$ cat config.mk
export PLATFORM = sky130hd
export DESIGN_NAME = latency_histogram_monitor
export DESIGN_NICKNAME = d
export VERILOG_FILES = /design/src/rtl/lhm_pkg.sv /design/src/rtl/latency_histogram_monitor.sv /design/src/rtl/lhm_ram.sv /design/src/rtl/lhm_target.sv
export SDC_FILE = /design/constraint.sdc
export NUM_CORES = 2
export LEC_CHECK = 0
export BUFFER_PORTS_ARGS = -buffer_cell sky130_fd_sc_hd__buf_2
export CORE_AREA = 2 2 527 529
export DETAILED_ROUTE_END_ITERATION = 6
export DIE_AREA = 0 0 529 531
export PLACE_DENSITY = 0.57
export SLEW_MARGIN = 20
export SYNTH_ARGS = -nofsm -noshare
export SYNTH_HDL_FRONTEND = slang
export SYNTH_HIERARCHICAL = 1
export SYNTH_SLANG_ARGS = --single-unit
$ cat constraint.sdc
create_clock -name clk_i -period 50.2 [get_ports clk_i]
set_input_delay 7.53 -clock clk_i [delete_from_list [all_inputs] [get_ports clk_i]]
set_output_delay 7.53 -clock clk_i [all_outputs]
set_load 0.05 [all_outputs]
$ cat src/rtl/lhm_pkg.sv
// Shared types and constants for the latency histogram monitor.
package lhm_pkg;

  typedef enum logic [1:0] {
    KIND_RECORD = 2'd0,
    KIND_OPEN   = 2'd1,
    KIND_CLOSE  = 2'd2,
    KIND_QUERY  = 2'd3
  } kind_e;

  typedef struct packed {
    kind_e       kind;
    logic [9:0]  status_code;
    logic [31:0] response_bytes;
    logic [63:0] latency_us;
    logic [16:0] fraction_q16;
  } in_t;

  typedef struct packed {
    logic [19:0] percentile_bound_us;
    logic [47:0] request_count;
    logic [63:0] bytes_sent;
    logic [31:0] open_connections;
    logic [47:0] connection_count;
    logic [47:0] ok_responses;
    logic [47:0] client_error_responses;
    logic [47:0] server_error_responses;
  } out_t;

  localparam int unsigned FRAC_W     = 17;
  localparam int unsigned TOTAL_W    = 64;
  localparam int unsigned BOUND_W    = 20;
  localparam int unsigned NUM_BOUNDS = 14;

  localparam logic [9:0] STATUS_CLIENT_MIN = 10'd400;
  localparam logic [9:0] STATUS_SERVER_MIN = 10'd500;

  // Inclusive upper bounds of the latency bins in microseconds.
  localparam logic [BOUND_W-1:0] BIN_BOUND [NUM_BOUNDS] = '{
    20'd50, 20'd100, 20'd250, 20'd500, 20'd1000, 20'd2500, 20'd5000,
    20'd10000, 20'd25000, 20'd50000, 20'd100000, 20'd250000, 20'd500000,
    20'd1000000
  };

endpackage

$ cat src/rtl/latency_histogram_monitor.sv
// Top level of the latency histogram monitor.
//
// One input channel (in_valid_i / in_stall_o / in_data_i) carries events:
// record a request, open or close a connection, or a percentile query. Each
// accepted transaction produces exactly one result transaction on the output
// channel (out_valid_o / out_stall_i / out_data_o) holding a snapshot of all
// counters, plus the percentile bound for a query.
// One item is in work at a time. A record, open or close is accepted (a record
// also reads its latency bin then) and moves to the finishing state, which writes
// a record's bin back and loads the result register once that register is free.
// A query passes the accepting cycle, the low, high and sum phases of the target
// multiplier, a read of the first bin, a walk over 1 to BUCKETS - 1 bins and the
// result load. A query with no recorded requests skips the multiplier and walk.
// The result register decouples the sides: a stalled result is held while the
// next item is already taken in; the item finishes only once the register frees.
// Reset clears all counters, the bin valid flags (bins read as zero until
// first written) and both handshakes; items are accepted once reset is released.
module latency_histogram_monitor #(
  parameter int unsigned BUCKETS     = 15,
  parameter int unsigned COUNT_WIDTH = 48
) (
  input  logic           clk_i,
  input  logic           rst_ni,
  input  logic           in_valid_i,
  output logic           in_stall_o,
  input  lhm_pkg::in_t   in_data_i,
  output logic           out_valid_o,
  input  logic           out_stall_i,
  output lhm_pkg::out_t  out_data_o
);

  localparam int unsigned IDX_W = (BUCKETS > 1) ? $clog2(BUCKETS) : 1;
  localparam logic [IDX_W-1:0] LAST_WALK = IDX_W'(BUCKETS - 2);

  typedef enum logic [2:0] {
    S_IDLE,
    S_TGT,
    S_WALK,
    S_FIN
  } state_e;

  state_e                   state_q;
  logic                     out_valid_q;
  lhm_pkg::out_t            out_q;
  logic [BUCKETS-1:0]       bin_valid_q;

  logic [COUNT_WIDTH-1:0]   req_q, req_d;
  logic [63:0]              bytes_q, bytes_d;
  logic [31:0]              active_q, active_d;
  logic [COUNT_WIDTH-1:0]   conns_q, conns_d;
  logic [COUNT_WIDTH-1:0]   ok_q, ok_d;
  logic [COUNT_WIDTH-1:0]   client_q, client_d;
  logic [COUNT_WIDTH-1:0]   server_q, server_d;

  lhm_pkg::in_t             item_q;
  logic [IDX_W-1:0]         bin_q;
  logic [IDX_W-1:0]         walk_q;
  logic [63:0]              seen_q;
  logic [lhm_pkg::BOUND_W-1:0] bound_q;

  logic                     accept;
  logic                     out_free;
  logic                     commit;
  logic [IDX_W-1:0]         bin_idx;

  logic                     ram_we;
  logic [COUNT_WIDTH-1:0]   ram_wdata;
  logic                     ram_re;
  logic [IDX_W-1:0]         ram_raddr;
  logic [COUNT_WIDTH-1:0]   ram_rdata;
  logic [COUNT_WIDTH-1:0]   rec_cnt;

  logic                     tgt_start;
  logic                     tgt_done;
  logic [63:0]              target;

  logic [COUNT_WIDTH-1:0]   walk_cnt;
  logic [64:0]              walk_sum;
  logic [63:0]              seen_sat;
  logic                     walk_stop;

  lhm_pkg::out_t            out_d;

  assign accept     = in_valid_i && (state_q == S_IDLE);
  assign in_stall_o = (state_q != S_IDLE);
  assign out_free   = !out_valid_q || !out_stall_i;
  assign commit     = (state_q == S_FIN) && out_free;

  // First bin whose bound holds the latency; the last bin catches the rest.
  always_comb begin
    bin_idx = IDX_W'(BUCKETS - 1);
    for (int i = BUCKETS - 2; i >= 0; i--) begin
      if (in_data_i.latency_us <= 64'(lhm_pkg::BIN_BOUND[i])) begin
        bin_idx = IDX_W'(i);
      end
    end
  end

  assign tgt_start = accept && (in_data_i.kind == lhm_pkg::KIND_QUERY) && (req_q != '0);

  lhm_target u_target (
    .clk_i      (clk_i),
    .rst_ni     (rst_ni),
    .start_i    (tgt_start),
    .fraction_i (in_data_i.fraction_q16),
    .total_i    (64'(req_q)),
    .done_o     (tgt_done),
    .target_o   (target)
  );

  // Cumulative walk over the bins with a saturating 64-bit sum.
  always_comb begin
    walk_cnt  = bin_valid_q[walk_q] ? ram_rdata : '0;
    walk_sum  = {1'b0, seen_q} + {1'b0, 64'(walk_cnt)};
    seen_sat  = walk_sum[64] ? '1 : walk_sum[63:0];
    walk_stop = (seen_sat >= target) || (walk_q == LAST_WALK);
  end

  always_comb begin
    ram_re    = 1'b0;
    ram_raddr = bin_idx;
    if (accept && (in_data_i.kind == lhm_pkg::KIND_RECORD)) begin
      ram_re = 1'b1;
    end else if ((state_q == S_TGT) && tgt_done) begin
      ram_re    = 1'b1;
      ram_raddr = '0;
    end else if ((state_q == S_WALK) && !walk_stop) begin
      ram_re    = 1'b1;
      ram_raddr = walk_q + IDX_W'(1);
    end
  end

  // The bin read at acceptance is still on the read port here: no other read
  // is issued until the item finishes, so the write-back sees current data.
  assign rec_cnt   = bin_valid_q[bin_q] ? ram_rdata : '0;
  assign ram_wdata = rec_cnt + COUNT_WIDTH'(1);
  assign ram_we    = commit && (item_q.kind == lhm_pkg::KIND_RECORD);

  lhm_ram #(
    .WIDTH (COUNT_WIDTH),
    .DEPTH (BUCKETS)
  ) u_bins (
    .clk_i   (clk_i),
    .we_i    (ram_we),
    .waddr_i (bin_q),
    .wdata_i (ram_wdata),
    .re_i    (ram_re),
    .raddr_i (ram_raddr),
    .rdata_o (ram_rdata)
  );

  always_comb begin
    req_d    = req_q;
    bytes_d  = bytes_q;
    active_d = active_q;
    conns_d  = conns_q;
    ok_d     = ok_q;
    client_d = client_q;
    server_d = server_q;
    if (commit) begin
      case (item_q.kind)
        lhm_pkg::KIND_RECORD: begin
          req_d   = req_q + COUNT_WIDTH'(1);
          bytes_d = bytes_q + 64'(item_q.response_bytes);
          if (item_q.status_code < lhm_pkg::STATUS_CLIENT_MIN) begin
            ok_d = ok_q + COUNT_WIDTH'(1);
          end else if (item_q.status_code < lhm_pkg::STATUS_SERVER_MIN) begin
            client_d = client_q + COUNT_WIDTH'(1);
          end else begin
            server_d = server_q + COUNT_WIDTH'(1);
          end
        end
        lhm_pkg::KIND_OPEN: begin
          active_d = active_q + 32'd1;
          conns_d  = conns_q + COUNT_WIDTH'(1);
        end
        lhm_pkg::KIND_CLOSE: begin
          if (active_q != '0) begin
            active_d = active_q - 32'd1;
          end
        end
        default: begin
        end
      endcase
    end
  end

  always_comb begin
    out_d.percentile_bound_us    = bound_q;
    out_d.request_count          = 48'(req_d);
    out_d.bytes_sent             = bytes_d;
    out_d.open_connections       = active_d;
    out_d.connection_count       = 48'(conns_d);
    out_d.ok_responses           = 48'(ok_d);
    out_d.client_error_responses = 48'(client_d);
    out_d.server_error_responses = 48'(server_d);
  end

  always_ff @(posedge clk_i or negedge rst_ni) begin
    if (!rst_ni) begin
      state_q     <= S_IDLE;
      out_valid_q <= 1'b0;
      bin_valid_q <= '0;
      req_q       <= '0;
      bytes_q     <= '0;
      active_q    <= '0;
      conns_q     <= '0;
      ok_q        <= '0;
      client_q    <= '0;
      server_q    <= '0;
    end else begin
      req_q    <= req_d;
      bytes_q  <= bytes_d;
      active_q <= active_d;
      conns_q  <= conns_d;
      ok_q     <= ok_d;
      client_q <= client_d;
      server_q <= server_d;
      if (ram_we) begin
        bin_valid_q[bin_q] <= 1'b1;
      end
      if (commit) begin
        out_valid_q <= 1'b1;
      end else if (!out_stall_i) begin
        out_valid_q <= 1'b0;
      end
      case (state_q)
        S_IDLE: begin
          if (accept) begin
            state_q <= tgt_start ? S_TGT : S_FIN;
          end
        end
        S_TGT: begin
          if (tgt_done) begin
            state_q <= S_WALK;
          end
        end
        S_WALK: begin
          if (walk_stop) begin
            state_q <= S_FIN;
          end
        end
        S_FIN: begin
          if (out_free) begin
            state_q <= S_IDLE;
          end
        end
        default: begin
          state_q <= S_IDLE;
        end
      endcase
    end
  end

  always_ff @(posedge clk_i) begin
    if (accept) begin
      item_q  <= in_data_i;
      bin_q   <= bin_idx;
      bound_q <= '0;
    end
    if ((state_q == S_TGT) && tgt_done) begin
      walk_q <= '0;
      seen_q <= '0;
    end
    if (state_q == S_WALK) begin
      if (walk_stop) begin
        bound_q <= lhm_pkg::BIN_BOUND[walk_q];
      end else begin
        walk_q <= walk_q + IDX_W'(1);
        seen_q <= seen_sat;
      end
    end
    if (commit) begin
      out_q <= out_d;
    end
  end

  assign out_valid_o = out_valid_q;
  assign out_data_o  = out_q;

  a_fin_loads_result: assert property (@(posedge clk_i) disable iff (!rst_ni)
    commit |=> out_valid_q)
    else $error("finished item did not reach the result register");

  a_walk_in_range: assert property (@(posedge clk_i) disable iff (!rst_ni)
    (state_q == S_WALK) |-> (walk_q <= LAST_WALK))
    else $error("histogram walk ran past the last bounded bin");

  a_target_in_query: assert property (@(posedge clk_i) disable iff (!rst_ni)
    tgt_done |-> ((state_q == S_TGT) && (item_q.kind == lhm_pkg::KIND_QUERY)))
    else $error("target unit finished outside a query");

  a_bin_marked: assert property (@(posedge clk_i) disable iff (!rst_ni)
    ram_we |=> bin_valid_q[$past(bin_q)])
    else $error("written bin not marked valid");

endmodule

$ cat src/rtl/lhm_ram.sv
// Generic single-write, single-read RAM with a registered read port.
module lhm_ram #(
  parameter int unsigned WIDTH = 48,
  parameter int unsigned DEPTH = 15
) (
  input  logic                                     clk_i,
  input  logic                                     we_i,
  input  logic [((DEPTH > 1) ? $clog2(DEPTH) : 1)-1:0] waddr_i,
  input  logic [WIDTH-1:0]                         wdata_i,
  input  logic                                     re_i,
  input  logic [((DEPTH > 1) ? $clog2(DEPTH) : 1)-1:0] raddr_i,
  output logic [WIDTH-1:0]                         rdata_o
);

  logic [WIDTH-1:0] mem_q [DEPTH];
  logic [WIDTH-1:0] rdata_q;

  always_ff @(posedge clk_i) begin
    if (we_i) begin
      mem_q[waddr_i] <= wdata_i;
    end
    if (re_i) begin
      rdata_q <= mem_q[raddr_i];
    end
  end

  assign rdata_o = rdata_q;

endmodule

$ cat src/rtl/lhm_target.sv
// Multi-cycle unit that forms the query target (fraction * total) >> 16, saturated.
module lhm_target (
  input  logic                         clk_i,
  input  logic                         rst_ni,
  input  logic                         start_i,
  input  logic [lhm_pkg::FRAC_W-1:0]   fraction_i,
  input  logic [lhm_pkg::TOTAL_W-1:0]  total_i,
  output logic                         done_o,
  output logic [lhm_pkg::TOTAL_W-1:0]  target_o
);

  typedef enum logic [1:0] {
    PH_IDLE,
    PH_LO,
    PH_HI,
    PH_SUM
  } phase_e;

  localparam int unsigned PROD_W = lhm_pkg::FRAC_W + 32;
  localparam int unsigned FULL_W = PROD_W + 32;

  phase_e                        phase_q;
  logic                          done_q;
  logic [lhm_pkg::TOTAL_W-1:0]   target_q;
  logic [lhm_pkg::FRAC_W-1:0]    frac_q;
  logic [lhm_pkg::TOTAL_W-1:0]   total_q;
  logic [PROD_W-1:0]             prod_lo_q;
  logic [PROD_W-1:0]             prod_hi_q;
  logic [FULL_W-1:0]             full_prod;
  logic [lhm_pkg::TOTAL_W-1:0]   target_d;

  // The upper partial product carries weight 2^32; dropping 16 bits gives the target.
  always_comb begin
    full_prod = {prod_hi_q, 32'd0} + {32'd0, prod_lo_q};
    target_d  = full_prod[FULL_W-1] ? '1 : full_prod[FULL_W-2:16];
  end

  always_ff @(posedge clk_i or negedge rst_ni) begin
    if (!rst_ni) begin
      phase_q  <= PH_IDLE;
      done_q   <= 1'b0;
      target_q <= '0;
    end else begin
      done_q <= (phase_q == PH_SUM);
      case (phase_q)
        PH_IDLE: begin
          if (start_i) begin
            phase_q <= PH_LO;
          end
        end
        PH_LO: begin
          phase_q <= PH_HI;
        end
        PH_HI: begin
          phase_q <= PH_SUM;
        end
        PH_SUM: begin
          target_q <= target_d;
          phase_q  <= PH_IDLE;
        end
        default: begin
          phase_q <= PH_IDLE;
        end
      endcase
    end
  end

  always_ff @(posedge clk_i) begin
    if (start_i && (phase_q == PH_IDLE)) begin
      frac_q  <= fraction_i;
      total_q <= total_i;
    end
    if (phase_q == PH_LO) begin
      prod_lo_q <= PROD_W'(frac_q) * PROD_W'(total_q[31:0]);
    end
    if (phase_q == PH_HI) begin
      prod_hi_q <= PROD_W'(frac_q) * PROD_W'(total_q[63:32]);
    end
  end

  assign done_o   = done_q;
  assign target_o = target_q;

endmodule

# [Yosys cells after proc, flatten, opt, wreduce, memory -nomap -nowiden]
# Memories as Yosys holds them, arrays and structs flattened. A register that Yosys moved wholly into a read port is not among the register bits.
# Cells that the tools add are included.
[classes] eq_ne=16 magnitude_cmp=21 multipliers=2 muxes=73 n_reduce_logical=23 bitwise=2 add_sub_neg=12
[op_table] cell="$mux 48" count=17
[op_table] cell="$mux 64" count=7
[op_table] cell="$add 48x1->48 const B" count=6
[op_table] cell="$mux 20" count=5
[op_table] cell="$add 81x49->81" count=1
[op_table] cell="$mux 4" count=18
[op_table] cell="$add 64x48->65" count=1
[op_table] cell="$add 64x32->64" count=1
[op_table] cell="$ge 64x64->1" count=1
[op_table] cell="$le 64x10->1 const B" count=1
[op_table] cell="$le 64x12->1 const B" count=1
[op_table] cell="$le 64x13->1 const B" count=1
[op_table] cell="$le 64x14->1 const B" count=1
[op_table] cell="$le 64x15->1 const B" count=1
[op_table] cell="$le 64x16->1 const B" count=1
[op_table] cell="$le 64x17->1 const B" count=1
[op_table] cell="$le 64x18->1 const B" count=1
[op_table] cell="$le 64x19->1 const B" count=1
[op_table] cell="$le 64x20->1 const B" count=1
[op_table] cell="$le 64x6->1 const B" count=1
[op_table] cell="$le 64x7->1 const B" count=1
[op_table] cell="$le 64x8->1 const B" count=1
[op_table] cell="$le 64x9->1 const B" count=1
[op_table] cell="$mux 32" count=2
[op_table] cell="other kinds (35)" count=76
[word_totals] register_bits=1077 mem_bits_ro=320 wordCells=183 ramBits=720 out_inout_bits=358 n_memories=2
[mem_list] memory="u_bins.mem_q" words=15 word_bits=48 read_ports=1 rd_ports_with_merged_regs=1 write_ports=1 line_no="lhm_ram.sv:15" text="logic [WIDTH-1:0] mem_q [DEPTH];"
[mem_list] memory="(name not given)" words=16 word_bits=20 read_ports=1 rd_ports_with_merged_regs=0 write_ports=0 line_no="latency_histogram_monitor.sv:267" text="bound_q <= lhm_pkg::BIN_BOUND[walk_q];"

# [Logic depth before layout (Yosys ltp)]
[logic_depth] ltp_word=18 mapped_depth=40

# [Hierarchy]
# The synthesis kept the hierarchy.
[by_module_without_submodules] mod="lhm_target" instances=1 area_per_inst_um2=42844.8 cells_per_inst=4550 seq_area_each_um2=6571.3
[by_module_without_submodules] mod="latency_histogram_monitor" instances=1 area_per_inst_um2=40725.3 cells_per_inst=3712 seq_area_each_um2=22691.8
[by_module_without_submodules] mod="lhm_ram" instances=1 area_per_inst_um2=28732.6 cells_per_inst=1324 seq_area_each_um2=23062.1

# [Worst setup path before layout]
# Ideal clock, no wire load.
[synth_path] kind="input to register" from="input out_stall_i" to="memory u_bins.mem_q[0][0] (enable)" arrival_time_ns=22.934 path_slack_ns=26.753 path_stages=6 cell_sequence="a21boi_2 -> nand2_1 -> inv_1 -> buf_1 -> or3b_2 -> nor3_1"
[synth_between] elab_chain_cells=6
[synth_lines] item="from (decl)" line_no="latency_histogram_monitor.sv:28" text="input logic out_stall_i,"
[synth_lines] item="$logic_not 1->1"
[synth_lines] item="$logic_or 1x1->1" line_no="latency_histogram_monitor.sv:86" text="assign out_free = !out_valid_q || !out_stall_i;"
[synth_lines] item="$logic_and 1x1->1" line_no="latency_histogram_monitor.sv:87" text="assign commit = (state_q == S_FIN) && out_free;"
[synth_lines] item="$logic_and 1x1->1" line_no="latency_histogram_monitor.sv:137" text="assign ram_we = commit && (item_q.kind == lhm_pkg::KIND_RECORD);"
[synth_lines] item="via ram_we" line_no="latency_histogram_monitor.sv:66" text="logic ram_we;"
[synth_lines] item="$mux 1" line_no="lhm_ram.sv:19" text="if (we_i) begin"
[synth_lines] item="$mux 1 (not written as such)" line_no="lhm_ram.sv:20" text="mem_q[waddr_i] <= wdata_i;"
[synth_lines] item="to (decl)" line_no="lhm_ram.sv:15"
# The timed path passes the listed nets, and every way through them passes these cells.

# [Worst setup path after layout]
[layout_path] from="input in_data_i[27] in the netlist's numbering" to="register u_bins.rdata_q[4] (netlist: u_bins/rdata_o[4]), read port of u_bins.mem_q, data pin"
[layout_between] elab_chain_cells=18 word_cells_on_any_way=31 cone_classes="order compare (14); mux (17)"
[layout_lines] item="from (decl)" line_no="latency_histogram_monitor.sv:26" text="input lhm_pkg::in_t in_data_i,"
[layout_lines] item="$le 64x20->1" line_no="latency_histogram_monitor.sv:93" text="if (in_data_i.latency_us <= 64'(lhm_pkg::BIN_BOUND[i])) begin"
[layout_lines] item="$mux 2 (2 in series)" line_no="latency_histogram_monitor.sv:93"
[layout_lines] item="$mux 4 (11 in series)" line_no="latency_histogram_monitor.sv:93"
[layout_lines] item="$mux 4 (*)" line_no="latency_histogram_monitor.sv:93"
[layout_lines] item="via bin_idx[0]" line_no="latency_histogram_monitor.sv:64" text="logic [IDX_W-1:0] bin_idx;"
[layout_lines] item="$mux 4" line_no="latency_histogram_monitor.sv:127" text="end else if ((state_q == S_WALK) && !walk_stop) begin"
[layout_lines] item="$mux 4" line_no="latency_histogram_monitor.sv:124" text="end else if ((state_q == S_TGT) && tgt_done) begin"
[layout_lines] item="$mux 4 (*)" line_no="latency_histogram_monitor.sv:122" text="if (accept && (in_data_i.kind == lhm_pkg::KIND_RECORD)) begin"
[layout_lines] item="via ram_raddr[0]" line_no="latency_histogram_monitor.sv:69" text="logic [IDX_W-1:0] ram_raddr;"
[layout_lines] item="to (decl)" line_no="lhm_ram.sv:16" text="logic [WIDTH-1:0] rdata_q;"
# Mark *: on every way through the listed nets, which the timed path passes. The rest lies on a longest branch.
# A chain may end at the register's enable or synchronous reset.

==> results.cfg <==
[outcome]
status = completed

[floorplan]
ios = 487
die-area_mm2 = 0.2809
fp.dieH_um = 531
fp.coreArea_mm2 = 0.2753
die_x_um = 529
rows = 193
initial_utilization_pct = 40.79

[layout]
final_common_cell = edfxtp_1
layout_common_cells = 1333 x edfxtp_1, 1230 x inv_1, 1150 x nand2_1
layout.nets = 11450
syn_to_final_growth_pct = 12.11
final_core_util_pct = 45.74
finalNonFillerCells = 13770
drive_above_1_share_pct = 11.94

[setup_path]
worstPathArrival_ns = 14.02
crit_path_start_kind = input port
critical_path_class = input port to register
end_kind = register
cp_max_fo = 58
reg2reg_from = walk_q[2]
required_ns = 50.80
r2r_slack_ns = 36.92
r2r-end = u_bins/rdata_o[4]
reg2reg_depth = 34

[power_and_ir_drop]
power.leakage_nw = 53.46
powerDensity_mw_per_mm2 = 64.69
irDropWorstVdd_mv = 0.1156

[cts]
ctsHoldBuffers = 0
cts_root_buffer = clkbuf_16
path_clk_slew_ns = 0.06
cts_resized = 0
clock_latency_ns = 0.88
tritoncts = built
clockBufferDepth = 4
cts_buffers = 203
cts_setup_buffers = 0
htree_levels = 4
clock-sinks = 1842

[route]
drt_iter0_drc = 5607
drc = 0
num_vias = 73870
vias_per_cell = 5.365
routed_wirelength_um = 292500
avgRoutedWirePerCell_um = 21.25
postRouteAntennaNets = 0
drt-pass1-iter-count = 6

[timing]
min_period_ns = 13.43
rsz0062_at_grt = false
setup_tns_ns = 0
finalSetupViolCount = 0
finalCritPeriodShare_pct = 26.75
relSlewSlack_pct = 20.16
fin_ws_ns = 36.77
tightest_slew_ns = 1.198
hold_ws_ns = 0.4198
final_max_slew_viol_count = 0
hold_viol = 0
fin_worst_skew_ns = 0.1103
fmax_mhz = 74.48

[min_path]
min_to = out_data_o[338]
min_path_cells = 0
min_path_type = register to register
min_from = bound_q[2]

[logic_synthesis]
syn_inst = 9586
syn-mean-instance-area_um2 = 11.72
synth_ff_type = edfxtp_1
ys_ff_latch = 1842
ys_seq_area_share_pct = 46.59
syn_area_mm2 = 0.1123
synthesis.yosys.warnings = 6
synth_cell_types = 94
synth_edf_count = 1333
synth-async-reset-ratio_pct = 22.86

[global_routing]
grt_pass1_wl_um = 457200
grt_overflow = 0
grt_max_degree = 127
grt_antenna_before_repair = 11
grt_pass1_vias = 77050
grt_usage_pct = 20.95

[placed_design]
port_buffers = 484
place_congestion = 0.8500
dp_slack_ns = 35.77
hpwl_um = 197700
post-place-cells = 13390

[flow_run]
maxCapViolCount = 0
sequential cells by signal (all words and copies together), names as in the netlist, 2 cells and up:
name and flops:
u_bins/mem_q 720, out_data_o 356, bytes_q 64, seen_q 64, u_target/target_o 64, u_target/total_q 64
u_target/prod_hi_q 49, client_q 48, conns_q 48, ok_q 48, req_q 48, server_q 48
u_bins/rdata_o 48, item_q 42, u_target/prod_lo_q 33, active_q 32, bound_q 20, u_target/frac_q 17
bin_valid_q 15, bin_q 4, walk_q 4, state_q 2, u_target/phase_q 2
Yosys cell counts (53+ instances only):
master / n / area, µm²
o211ai_1: 53 / 397.9
a22oi_1: 54 / 405.4
fa_1: 899 / 18000
and2_1: 465 / 2909
clkbuf_1: 348 / 1306
nor2b_1: 91 / 569.3
xor2_1: 178 / 1559
a21o_1: 117 / 878.3
edfxtp_1: 1333 / 40030
inv_1: 1231 / 4621
a31o_2: 55 / 481.7
o21ai_0: 232 / 1161
mux4_2: 140 / 3153
xnor2_1: 317 / 2776
nand2_1: 1153 / 4328
ha_1: 436 / 5455
nand3_1: 214 / 1071
dfrtp_1: 421 / 10540
mux2i_1: 73 / 730.7
nand4_1: 115 / 719.4
a21oi_1: 340 / 1702
nor3_1: 75 / 375.4
and3_1: 122 / 763.2
dfxtp_1: 88 / 1762
nor2_1: 339 / 1272
report_power, final:
group          switching, mW  internal (mW)
Clock                  0.638          0.976
Sequential             0.178           2.13
Combinational           2.70           1.52
worst max-delay path: stages:
cell	delay, ns
buf_2	0.16
nor4_1	0.82
or3b_2	0.54
o32a_1	0.34
o21ai_0	0.15
nand2_1	0.08
o22ai_1	0.17
buf_4	0.23
a22o_4	0.66
buf_4	0.89
buf_4	0.78
buf_4	0.59
mux4_2	0.57
a22oi_1	0.25
o211ai_1	0.14
routing by layer:
layer	global-route usage (%)	part of all wire (%)	wire length [µm]
met5	0	0	0
met4	6.621	3.0	8725
met3	3.327	6.7	19680
met2	34.05	47	136800
met1	28.76	44	127300
logic make-up after synthesis:
logic type | count (synthesis) | synth area share (%)
AOI/OAI and AO/OA | 1258 | 7.447
xor gates and xnor gates | 495 | 3.860
adders and majority gates | 1335 | 20.88
buffers and inverters | 1655 | 5.698
DFF | 1842 | 46.59
muxes | 219 | 3.518
other | 1 | 0.003339
and+or+nand+nor | 2781 | 12.00
cell type report:
cell class	instances	area, µm²
clock inverters	130	1857
diodes	10	25.02
repair buffers	602	3331
inverters	1233	4628
flip-flops and latches	1842	52330
clock buffers	240	5351
multi-input cells	6104	53870
fillers	25030	149400
well taps	3607	4513
worst max path at each step:
stage                             start                  to  slack (ns)  depth (start not counted)
after CTS                 in_data_i[27]   u_bins/rdata_o[4]       36.74                         15
after global placement    in_data_i[28]  u_bins/rdata_o[15]       35.73                         15
after detailed placement  in_data_i[27]   u_bins/rdata_o[4]       35.77                         15
final                     in_data_i[27]   u_bins/rdata_o[4]       36.77                         15
after global routing          walk_q[2]  u_bins/rdata_o[13]       35.77                         34
after floorplan             out_stall_i  u_bins/mem_q[0][0]       26.75                          6
through the flow:
stage | cell area, µm² | total power [mW]
2_1_floorplan | 112400 | 5.370
3_3_place_gp | 118600 | 6.536
3_5_place_dp | 118600 | 6.571
4_1_cts | 125800 | 8.234
5_1_grt | 125900 | 8.746
6_report | 125900 | 8.145
(Power assumes the default switching activity.)
